$ cat config.mk
export PLATFORM = sky130hd
export DESIGN_NAME = wts_ctrl
export DESIGN_NICKNAME = d
export VERILOG_FILES = /design/src/rtl/wts_pkg.sv /design/src/rtl/wts_ctrl.sv
export SDC_FILE = /design/constraint.sdc
export NUM_CORES = 1
export LEC_CHECK = 0
export ABC_AREA = 1
export BUFFER_PORTS_ARGS = -buffer_cell sky130_fd_sc_hd__buf_4
export CAP_MARGIN = 5
export CELL_PAD_IN_SITES_DETAIL_PLACEMENT = 0
export CELL_PAD_IN_SITES_GLOBAL_PLACEMENT = 1
export CORE_MARGIN = 8
export CORE_UTILIZATION = 28
export DETAILED_ROUTE_END_ITERATION = 8
export PLACE_DENSITY = 0.86
export SLEW_MARGIN = 10
export SYNTH_ARGS = -nofsm -noshare
export SYNTH_HDL_FRONTEND = slang
export SYNTH_SLANG_ARGS = --single-unit
$ cat constraint.sdc
create_clock -name clk -period 1.8 [get_ports clk]
set_input_delay 0.36 -clock clk [delete_from_list [all_inputs] [get_ports clk]]
set_output_delay 0.36 -clock clk [all_outputs]
set_load 0.02 [all_outputs]
$ cat src/rtl/wts_pkg.sv
// Shared constants, types and helpers of the windowed timing statistics core.
package wts_pkg;

  localparam int WINDOW  = 64;
  localparam int METRICS = 4;

  localparam int IN_W   = 32;
  localparam int VAL_W  = 31;
  localparam int UND_W  = 32;
  localparam int RATE_W = 24;

  localparam int ADDR_W = $clog2(WINDOW);
  localparam int CNT_W  = $clog2(WINDOW + 1);
  localparam int SUM_W  = VAL_W + ADDR_W;
  localparam int MIDX_W = (METRICS > 1) ? $clog2(METRICS) : 1;
  localparam int EIDX_W = $clog2(METRICS + 1);
  localparam int STEP_W = $clog2(SUM_W + 1);

  // 1000 ms in Q16.8 over a Q21.10 interval
  localparam int RATE_NUM = 1000 * (2 ** 18);

  // Percentile rank ceil(0.95 * n) = floor((n * 95 + 99) / 100)
  localparam int PCT_NUM  = 95;
  localparam int PCT_BIAS = 99;
  localparam int PCT_DEN  = 100;
  localparam int RCP_SH   = 24;
  localparam int RCP_MUL  = (2 ** RCP_SH + PCT_DEN - 1) / PCT_DEN;
  localparam int RANK_W   = $clog2(WINDOW * PCT_NUM + PCT_BIAS + 1);

  localparam logic OP_PUSH    = 1'b0;
  localparam logic OP_SUMMARY = 1'b1;

  typedef logic [VAL_W-1:0] val_t;
  typedef logic [METRICS-1:0][VAL_W-1:0] row_t;
  typedef logic [METRICS-1:0][IN_W-1:0] metric_in_t;

  typedef struct packed {
    logic push;
    logic clr;
    logic sweep_start;
    logic mode_count;
    logic div_go;
    logic rd_j;
    logic cand_cap;
    logic eval;
    logic lat_cap;
    logic emit;
  } wts_cmd_t;

  typedef struct packed {
    logic empty;
    logic sweep_done;
    logic div_done;
    logic div_last;
    logic pct_done;
    logic emit_last;
  } wts_stat_t;

  function automatic logic [CNT_W-1:0] rank_of(input logic [CNT_W-1:0] n);
    logic [RANK_W-1:0]        x;
    logic [RANK_W+RCP_SH-1:0] p;
    x = RANK_W'(n) * RANK_W'(PCT_NUM) + RANK_W'(PCT_BIAS);
    p = (RANK_W + RCP_SH)'(x) * (RANK_W + RCP_SH)'(RCP_MUL);
    return CNT_W'(p >> RCP_SH);
  endfunction

endpackage

$ cat src/rtl/wts_ctrl.sv
// Controller: sequences push, window sweeps, divisions, percentile search and emission.
module wts_ctrl (
  input  logic               clk,
  input  logic               rst_n,
  input  logic               start,
  input  logic               op,
  input  wts_pkg::wts_stat_t stat,
  output wts_pkg::wts_cmd_t  cmd,
  output logic               busy
);
  import wts_pkg::*;

  localparam logic [3:0] S_IDLE     = 4'd0;
  localparam logic [3:0] S_SCAN_GO  = 4'd1;
  localparam logic [3:0] S_SCAN     = 4'd2;
  localparam logic [3:0] S_DIV_GO   = 4'd3;
  localparam logic [3:0] S_DIV      = 4'd4;
  localparam logic [3:0] S_PCT_RD   = 4'd5;
  localparam logic [3:0] S_PCT_CAP  = 4'd6;
  localparam logic [3:0] S_PCT      = 4'd7;
  localparam logic [3:0] S_PCT_EVAL = 4'd8;
  localparam logic [3:0] S_LAT_RD   = 4'd9;
  localparam logic [3:0] S_LAT_CAP  = 4'd10;
  localparam logic [3:0] S_EMIT     = 4'd11;

  logic [3:0] state_r, state_nxt;

  always_comb begin
    state_nxt = state_r;
    cmd       = '0;
    unique case (state_r)
      S_IDLE: begin
        if (start) begin
          if (op == OP_PUSH) begin
            cmd.push = 1'b1;
          end else begin
            cmd.clr   = 1'b1;
            state_nxt = stat.empty ? S_EMIT : S_SCAN_GO;
          end
        end
      end
      S_SCAN_GO: begin
        cmd.sweep_start = 1'b1;
        state_nxt       = S_SCAN;
      end
      S_SCAN: begin
        if (stat.sweep_done) state_nxt = S_DIV_GO;
      end
      S_DIV_GO: begin
        cmd.div_go = 1'b1;
        state_nxt  = S_DIV;
      end
      S_DIV: begin
        if (stat.div_done) state_nxt = stat.div_last ? S_PCT_RD : S_DIV_GO;
      end
      S_PCT_RD: begin
        cmd.rd_j  = 1'b1;
        state_nxt = S_PCT_CAP;
      end
      S_PCT_CAP: begin
        cmd.cand_cap    = 1'b1;
        cmd.sweep_start = 1'b1;
        state_nxt       = S_PCT;
      end
      S_PCT: begin
        cmd.mode_count = 1'b1;
        if (stat.sweep_done) state_nxt = S_PCT_EVAL;
      end
      S_PCT_EVAL: begin
        cmd.eval  = 1'b1;
        state_nxt = stat.pct_done ? S_LAT_RD : S_PCT_RD;
      end
      S_LAT_RD: begin
        state_nxt = S_LAT_CAP;
      end
      S_LAT_CAP: begin
        cmd.lat_cap = 1'b1;
        state_nxt   = S_EMIT;
      end
      S_EMIT: begin
        cmd.emit = 1'b1;
        if (stat.emit_last) state_nxt = S_IDLE;
      end
      default: begin
        state_nxt = S_IDLE;
      end
    endcase
  end

  always_ff @(posedge clk) begin
    if (!rst_n) begin
      state_r <= S_IDLE;
    end else begin
      state_r <= state_nxt;
    end
  end

  assign busy = (state_r != S_IDLE);

endmodule

==> results.json, run 1 <==
{
  "gp_congestion": 0.786,
  "p_per_area_nw_per_um2": 1500,
  "endpoint_kind": "output port",
  "dp_hpwl_mm": 1.05,
  "path_buf_inv": 1,
  "port_buffers": 20,
  "grt_remaining_overflow": 0,
  "ys_seq_area_frac": 0.193,
  "rsz0062_at_grt": "true",
  "hold_path_end": "state_r[1]",
  "fill_cells": 180,
  "finalInstanceArea_sq_um": 616,
  "num_rows": 14,
  "core_sq_um": 1450,
  "h-tree-depth": 1,
  "synth_top_area_frac": 0.217,
  "fin_util": 0.423,
  "skew_ps": 5.58,
  "area_delta_synth_final_pct": 48.2,
  "clock.fmax_mhz": 591,
  "synth-edff-count": 0,
  "timing.rr.start": "state_r[1]",
  "final_antenna_net_count": 0,
  "dr.pass1.iters": 4,
  "largest_register_ffs": 4,
  "synth_common_cells": "nand2_1, nor2_1, inv_1",
  "grt.total_usage": 0.0875,
  "routed_via_density": 4.60,
  "grt_max_degree": 8,
  "hold_violations": 0,
  "fin_crit_sh": 0.941,
  "drive_above_1_share": 0.317,
  "synthArstFlopShare": 0,
  "max-cap-violations": 0,
  "synth_area_leaders": "nand2_1, dfxtp_1, nor2_1, nand3_1, inv_1",
  "die_h_microns": 54.5,
  "synth_area_per_cell_sq_um": 5.19,
  "grt_antenna_before_repair": 0,
  "path_class": "flip-flop to output port",
  "p_sw_uw": 483,
  "p_clk_frac": 0.124,
  "synth_nets": 90,
  "seqPwrFrac": 0.189,
  "pwr-share-comb": 0.686,
  "insertion_delay_ps": 240,
  "dpl_cell_area_sq_um": 593,
  "io_pins": 21,
  "cts_root_buffer": "clkbuf_4",
  "crit_family": "simple AND/OR/NAND/NOR gates",
  "wl_mm": 1.22,
  "wl_per_cell_microns": 10.2,
  "ys.flop_type": "dfxtp_1",
  "grt_pass1_vias": 505,
  "ctsHoldBuffers": 0,
  "fin_nets": 116,
  "p_int_uw": 438,
  "postCtsSetupRepairBufs": 0,
  "cts_tree": "built",
  "ys_types": 16,
  "initial_core_util": 0.286,
  "netlist_area_sq_um": 415,
  "clock_path_buffers": 2,
  "period_minus_slack_ps": 1690,
  "timing.rr.end": "state_r[0]",
  "crit_chain": "nor2_1, nand2_1, nor3b_1, buf_4",
  "register_area_sq_um": 80.1,
  "worstPathRequired_ps": 1440,
  "multiInputGateArea_sq_um": 283,
  "cts_made_buffers": 3,
  "hp-start": "rst_n",
  "synth_top_cell_by_area": "nand2_1",
  "start_kind": "flip-flop",
  "max_stage_delay_ps": 350,
  "dieArea_sq_um": 2970,
  "wl_met2_microns": 532,
  "synth.most_common_cell": "nand2_1",
  "maxSlewViolCount": 0,
  "grt_pass1_wl_mm": 1.99,
  "yosys_warnings": 0,
  "status": "complete, no violations",
  "wl_met3_microns": 85,
  "max_slew_margin": 0.830,
  "cts.sinks": 4,
  "top_layer_used": "met4",
  "drt_iter0_markers": 8,
  "min_path_type": "input port to flip-flop",
  "setup_viol": 0,
  "sw_frac_of_total": 0.525,
  "cts_resized": 0,
  "antenna_cells": 0,
  "crit_fanout": 6,
  "largest_register": "state_r",
  "syn_inst": 80,
  "ff2ff_setup_slack_ps": 480,
  "ir_drop_mv": 0.539,
  "vias": 552,
  "drc": 0,
  "max_slew.worst_pin.slew_ps": 255,
  "largestRegisters": "state_r x4",
  "reg2reg_depth": 8,
  "synth_seq_cells": 4,
  "wl_met1_microns": 590,
  "die_x_microns": 54.5,
  "whs_path_depth": 3,
  "arrival_ps": 1330,
  "slowest_stage": "dfxtp_1",
  "p_leak_nw": 0.359,
  "path_clk_slew_ps": 40
}
## power by group through the flow
stage          Combinational, mW  Sequential, mW  Clock (mW)
4_1_cts                    0.641           0.175       0.115
6_report                   0.632           0.174       0.115
3_5_place_dp               0.640           0.176           0
5_1_grt                    0.710           0.182       0.121
2_1_floorplan              0.443           0.164           0
3_3_place_gp               0.636           0.173           0
## cell families after synthesis
kind of cell           count (synthesis)  synth area share
AO/OA/AOI/OAI                          5            0.0723
AND/OR/NAND/NOR                       57             0.608
buffers and inverters                 14             0.127
flip-flops                             4             0.193
## placed cells by master (no fill, tap or decap)
cell      synthesis  layout
nor2_2            2       2
a21oi_1           2       2
buf_4             0      21
o21ai_1           1       1
clkbuf_4          0       3
a21oi_2           1       1
nor3b_1           1       1
nand3_1          10      10
nand2_2           2       2
nor3_1            1       1
nand3b_1          1       1
nor2_1           15      15
inv_2             3       3
nor2_4            1       1
inv_1            11      11
dfxtp_1           4       4
o22ai_1           1       1
nand2_1          24      24
## per-layer routing
layer / vias to the layer above / global-route usage
met2: 19 / 0.139
met5: - / 0
met4: 0 / 0.0492
met1: 235 / 0.103
met3: 2 / 0.0245
li1: 296 / -
## stage by stage
step           TNS (ps)  instances  worst slack (ps)  hold WS, ps  power, mW
2_1_floorplan         0         80              81.7          480      0.607
3_3_place_gp          0        117               351          532      0.809
3_5_place_dp          0        117               347          540      0.816
4_1_cts               0        120              93.0          360      0.931
5_1_grt           -17.2        120             -10.7          372       1.01
6_report              0        120               107          355      0.921
## worst max path at each step
stage,startpoint,slack [ps],cells past startpoint,end
after floorplan,state_r[0],80,3,cmd[9]
after global placement,state_r[2],350,4,cmd[9]
after detailed placement,state_r[2],350,4,cmd[9]
after CTS,state_r[2],90,4,cmd[9]
after global routing,state_r[2],-10,4,cmd[9]
final,state_r[2],110,4,cmd[9]
## worst min-delay path, delay by kind of cell
kind          cells  cell delay, ps
simple gates      2             110
buf+inv           1              80
## layout make-up
cell class              instances  area share
inverters                      14      0.0854
clock buffers                   3      0.0366
well taps                      16      0.0325
flip-flops and latches          4       0.130
repair buffers                 21       0.256
multi-input cells              62       0.459
No activity file was read; power rests on OpenSTA's default activity.
==> run 2: changes to the inputs <==
--- a/config.mk
+++ b/config.mk
@@ -13,6 +13,7 @@
 export CORE_MARGIN = 8
 export CORE_UTILIZATION = 28
 export DETAILED_ROUTE_END_ITERATION = 8
+export MAX_ROUTING_LAYER = met4
 export PLACE_DENSITY = 0.86
 export SLEW_MARGIN = 10
 export SYNTH_ARGS = -nofsm -noshare
==> run 2 against run 1 <==
Routed wire length grew 0.16%. Power is essentially flat. Utilization is the same. Sequential share of layout area is the same. Via count is the same. Final cell count is the same. First-iteration DRC count is the same. Critical path type unchanged. Critical endpoint unchanged.
==> results.json, run 2 (synthesis results as in run 1) <==
{
  "status": "complete, no violations",
  "placed_cells": 117,
  "grt_pass1_wl_mm": 1.99,
  "grt.total_usage": 0.0902,
  "largestRegisters": "state_r x4",
  "hold_violations": 0,
  "die_x_microns": 54.5,
  "ir_drop_mv": 0.539,
  "layoutNonFillerInstCount": 120,
  "postCtsSetupRepairBufs": 0,
  "setup_viol": 0,
  "arrival_ps": 1340,
  "p_leak_nw": 0.359,
  "skew_ps": 5.58,
  "final_cell_mix": "nand2_1, buf_4, nor2_1",
  "min_path_type": "input port to flip-flop",
  "cts_made_buffers": 3,
  "fin_nets": 116,
  "rsz0062_at_grt": "true",
  "fin_hold_ws_ps": 355,
  "antenna_cells": 0,
  "num_rows": 14,
  "max-cap-violations": 0,
  "dieArea_sq_um": 2970,
  "crit_fanout": 6,
  "hp-start": "rst_n",
  "clock_path_buffers": 2,
  "maxSlewViolCount": 0,
  "cts.sinks": 4,
  "grt_max_degree": 8,
  "fin_crit_sh": 0.943,
  "worstPathRequired_ps": 1440,
  "whs_path_depth": 3,
  "max_slew_margin": 0.830,
  "reg2reg_depth": 8,
  "final_common_cell": "nand2_1",
  "wl_mm": 1.22,
  "grt_antenna_before_repair": 0,
  "cts_root_buffer": "clkbuf_4",
  "timing.rr.start": "state_r[1]",
  "endpoint_kind": "output port",
  "path_clk_slew_ps": 40,
  "drive_above_1_share": 0.317,
  "initial_core_util": 0.286,
  "p_per_area_nw_per_um2": 1500,
  "grt_pass1_vias": 505,
  "period_minus_slack_ps": 1700,
  "area_delta_synth_final_pct": 48.2,
  "core_sq_um": 1450,
  "port_buffers": 20,
  "ff2ff_setup_slack_ps": 480,
  "largest_register": "state_r",
  "max_slew.worst_pin.slew_ps": 255,
  "h-tree-depth": 1,
  "routed_via_density": 4.60,
  "final_antenna_net_count": 0,
  "die_h_microns": 54.5,
  "cts_resized": 0,
  "grt_remaining_overflow": 0,
  "vias": 552,
  "path_class": "flip-flop to output port",
  "cts_tree": "built",
  "dr.pass1.iters": 4,
  "drc": 0,
  "drt_iter0_markers": 8,
  "dp_hpwl_mm": 1.05,
  "io_pins": 21,
  "ctsHoldBuffers": 0,
  "clock.fmax_mhz": 589,
  "insertion_delay_ps": 240,
  "largest_register_ffs": 4,
  "start_kind": "flip-flop",
  "wl_per_cell_microns": 10.2,
  "critPathLaunch": "state_r[2]",
  "gp_congestion": 0.797
}
run 2: cell counts in the layout (fill, tap and decap cells not counted):
No cell type changed its count.
run 2: final timing paths:
kind / to
setup / recovery: cmd[9]
hold / removal: state_r[1]
setup reg to reg: state_r[0]
hold reg to reg: state_r[2]
run 2: layout make-up:
class | count | area, sq um
tap | 16 | 20.0
timing repair buffer | 21 | 158
inverter | 14 | 52.6
clock buffer | 3 | 22.5
multi-input combinational | 62 | 283
sequential | 4 | 80.1
fill | 180 | 838
run 2: metrics by stage:
stage,setup WS (ps),area (sq um),total power [mW],TNS [ps],utilization
2_1_floorplan,81.7,415,0.607,0,-
3_3_place_gp,351,593,0.809,0,0.408
3_5_place_dp,347,593,0.816,0,0.408
4_1_cts,93.0,616,0.931,0,0.423
5_1_grt,-10.7,616,1.01,-17.2,0.423
6_report,103,616,0.922,0,0.423
run 2: power breakdown:
part / internal [mW] / switching [mW]
Combinational: 0.240 / 0.392
Clock: 0.0748 / 0.0398
Sequential: 0.123 / 0.0517
run 2: critical path: stages, from the launching register on:
cell	delay, ps
dfxtp_1	350
nor2_1	250
nand2_1	140
nor3b_1	190
buf_4	170
run 2: metal layers:
metal,global-route usage,part of all wire,vias up
li1,-,-,296
met1,0.108,0.50,235
met2,0.139,0.44,19
met3,0.0163,0.050,2
met4,0.0492,0.0098,0
met5,-,0,-
==> run 3: changes to the inputs <==
--- a/config.mk
+++ b/config.mk
@@ -5,16 +5,15 @@
 export SDC_FILE = /design/constraint.sdc
 export NUM_CORES = 1
 export LEC_CHECK = 0
-export ABC_AREA = 1
 export BUFFER_PORTS_ARGS = -buffer_cell sky130_fd_sc_hd__buf_4
 export CAP_MARGIN = 5
 export CELL_PAD_IN_SITES_DETAIL_PLACEMENT = 0
 export CELL_PAD_IN_SITES_GLOBAL_PLACEMENT = 1
 export CORE_MARGIN = 8
-export CORE_UTILIZATION = 28
+export CORE_UTILIZATION = 33
 export DETAILED_ROUTE_END_ITERATION = 8
 export MAX_ROUTING_LAYER = met4
-export PLACE_DENSITY = 0.86
+export PLACE_DENSITY = 0.87
 export SLEW_MARGIN = 10
 export SYNTH_ARGS = -nofsm -noshare
 export SYNTH_HDL_FRONTEND = slang
==> run 3 against run 2 <==
Non-clock buffer count is 2 higher. Critical path type unchanged. Routed wire length is 0.90% higher. Sequential cell count unchanged. Via count shrank 6.9%. Largest cell class unchanged.
==> results.json, run 3 <==
{
  "top_usage_layer": "met2",
  "final_cell_mix": "buf_4, nor2_1, nand2_1",
  "seqPwrFrac": 0.242,
  "ff2ff_setup_slack_ps": 430,
  "rsz0062_at_grt": "false",
  "sw_frac_of_total": 0.474,
  "yosys_warnings": 0,
  "core_sq_um": 1440,
  "ys.flop_type": "dfxtp_1",
  "largest_register_ffs": 4,
  "p_sw_uw": 463,
  "wl_mm": 1.23,
  "die_h_microns": 54.4,
  "synth_compound_area_frac": 0.271,
  "skew_ps": 0.500,
  "period_minus_slack_ps": 1690,
  "drt_iter0_markers": 4,
  "port_buffers": 20,
  "synth-simple-area-share": 0.394,
  "gr-usage-met1": 0.109,
  "synthArstFlopShare": 0,
  "grt_use_met3": 0.0353,
  "drc": 0,
  "p_per_area_nw_per_um2": 1510,
  "synth_nets": 73,
  "area_delta_synth_final_pct": 33.5,
  "path_clk_slew_ps": 30,
  "dpl_cell_area_sq_um": 617,
  "clock_path_buffers": 2,
  "synthMuxAreaShare": 0.0206,
  "gp_congestion": 0.770,
  "finalInstanceArea_sq_um": 648,
  "synth_area_per_cell_sq_um": 7.71,
  "die_x_microns": 54.4,
  "pwr-share-comb": 0.649,
  "grt_pass1_wl_mm": 1.97,
  "grt.total_usage": 0.0901,
  "h-tree-depth": 1,
  "initial_core_util": 0.338,
  "dr.pass1.iters": 4,
  "p_int_uw": 515,
  "min_path_type": "input port to flip-flop",
  "fill_cells": 148,
  "hold_violations": 0,
  "grt_use_met2": 0.130,
  "synth_common_cells": "nand2_1, nor2_1",
  "drive_above_1_share": 0.427,
  "p_clk_frac": 0.109,
  "insertion_delay_ps": 230,
  "synth_top_family_by_area": "simple AND/OR/NAND/NOR gates",
  "final_common_cell": "buf_4",
  "synth-edff-count": 0,
  "vias": 514,
  "max-cap-violations": 0,
  "antenna_cells": 0,
  "grt_pass1_vias": 456,
  "netlist_area_sq_um": 485,
  "arrival_ps": 1330,
  "max_slew_margin": 0.788,
  "grt_max_degree": 21,
  "grt_remaining_overflow": 0,
  "synth_top_cell_by_area": "dfxtp_1",
  "io_pins": 21,
  "fin_hold_ws_ps": 393,
  "path_class": "flip-flop to output port",
  "fin_crit_sh": 0.936,
  "reg2reg_depth": 4,
  "synth_fa_ha_area_frac": 0,
  "cts.sinks": 4,
  "synth_area_leaders": "dfxtp_1, nand2_1, nor2_1, and3_1, buf_6",
  "ctsHoldBuffers": 0,
  "p_leak_nw": 0.312,
  "status": "complete, no violations",
  "start_kind": "flip-flop",
  "setup_viol": 0,
  "grt_antenna_before_repair": 0,
  "cts_root_buffer": "clkbuf_4",
  "cts_tree": "built",
  "largest_register": "state_r",
  "worstPathRequired_ps": 1440,
  "final_antenna_net_count": 0,
  "num_rows": 14,
  "dp_hpwl_microns": 982,
  "ys_types": 32,
  "wl_per_cell_microns": 12.6,
  "ir_drop_mv": 0.950,
  "largestRegisters": "state_r x4",
  "syn_inst": 63,
  "routed_via_density": 5.24,
  "cts_made_buffers": 3,
  "ys_seq_area_frac": 0.165,
  "clock.fmax_mhz": 593,
  "synth-xor-area-share": 0,
  "max_slew.worst_pin.slew_ps": 314,
  "setup_tns_ps": 0,
  "synth_seq_cells": 4,
  "fin_nets": 94,
  "endpoint_kind": "output port",
  "whs_path_depth": 2,
  "synth_top_area_frac": 0.165,
  "crit_fanout": 7,
  "maxSlewViolCount": 0,
  "dieArea_sq_um": 2950
}
-- run 3: cell types whose count changed after synthesis, sizes merged, moves of 2 or more --
cell,previous run,this run
nor3,1,5
nand2,26,7
and3,0,4
inv,14,3
o2bb2ai,0,2
nand3,10,0
nor2,18,7
buf,0,3
clkbuf,0,3
nor4,0,2
o211a,0,3
and3b,0,3
-- run 3: kinds of logic (layout without fill, tap and decap cells) --
group                  Yosys count  in the layout
multiplexers                     1              1
AND/OR/NAND/NOR                 33             33
AO/OA/AOI/OAI                   15             15
buffers and inverters           10             29
flip-flops                       4              4
-- run 3: what timing repair did --
action | 4_1_cts | 5_1_grt
hold endpoints to repair | 0 | 0
resized for setup | 2 | 1
setup buffers | 0 | 0
cloned | 0 | 0
endpoints found under the setup margin | 6 | 2
-- run 3: final timing paths --
path | from | end
hold reg to reg | state_r[1] | state_r[1]
setup / recovery | state_r[0] | cmd[6]
setup reg to reg | state_r[1] | state_r[3]
hold / removal | rst_n | state_r[2]
-- run 3: metrics by stage --
step / power [mW] / cells / setup slack [ps] / utilization
6_report: 0.978 / 98 / 115 / 0.451
5_1_grt: 1.08 / 98 / 6.82 / 0.451
4_1_cts: 0.973 / 98 / 81.3 / 0.447
3_5_place_dp: 0.857 / 95 / 206 / 0.429
3_3_place_gp: 0.858 / 95 / 212 / 0.429
2_1_floorplan: 0.711 / 63 / 27.9 / -
-- run 3: power groups by stage --
stage / clock network [mW] / logic, mW / registers [mW]
6_report: 0.107 / 0.635 / 0.237
3_3_place_gp: 0 / 0.634 / 0.223
2_1_floorplan: 0 / 0.567 / 0.144
4_1_cts: 0.112 / 0.633 / 0.228
3_5_place_dp: 0 / 0.632 / 0.225
5_1_grt: 0.116 / 0.707 / 0.253
-- run 3: routing by layer --
metal  routed length (microns)  vias up
met3                       164        2
met1                       544      225
met5                         0        -
met4                        11        0
met2                       514       15
li1                          -      272
-- run 3: area by class of cell --
type	count	area, sq um	area share
Multi-Input combinational cell	49	339	0.523
Clock buffer	3	22.5	0.0347
Inverter	3	11.3	0.0174
Timing Repair Buffer	23	173	0.266
Tap cell	16	20.0	0.0309
Sequential cell	4	82.6	0.127
-- run 3: critical path, cell delays in order, from the launching register on --
cell	delay, ps
dfxtp_1	420
buf_4	190
and3b_2	200
and2_1	140
buf_4	140
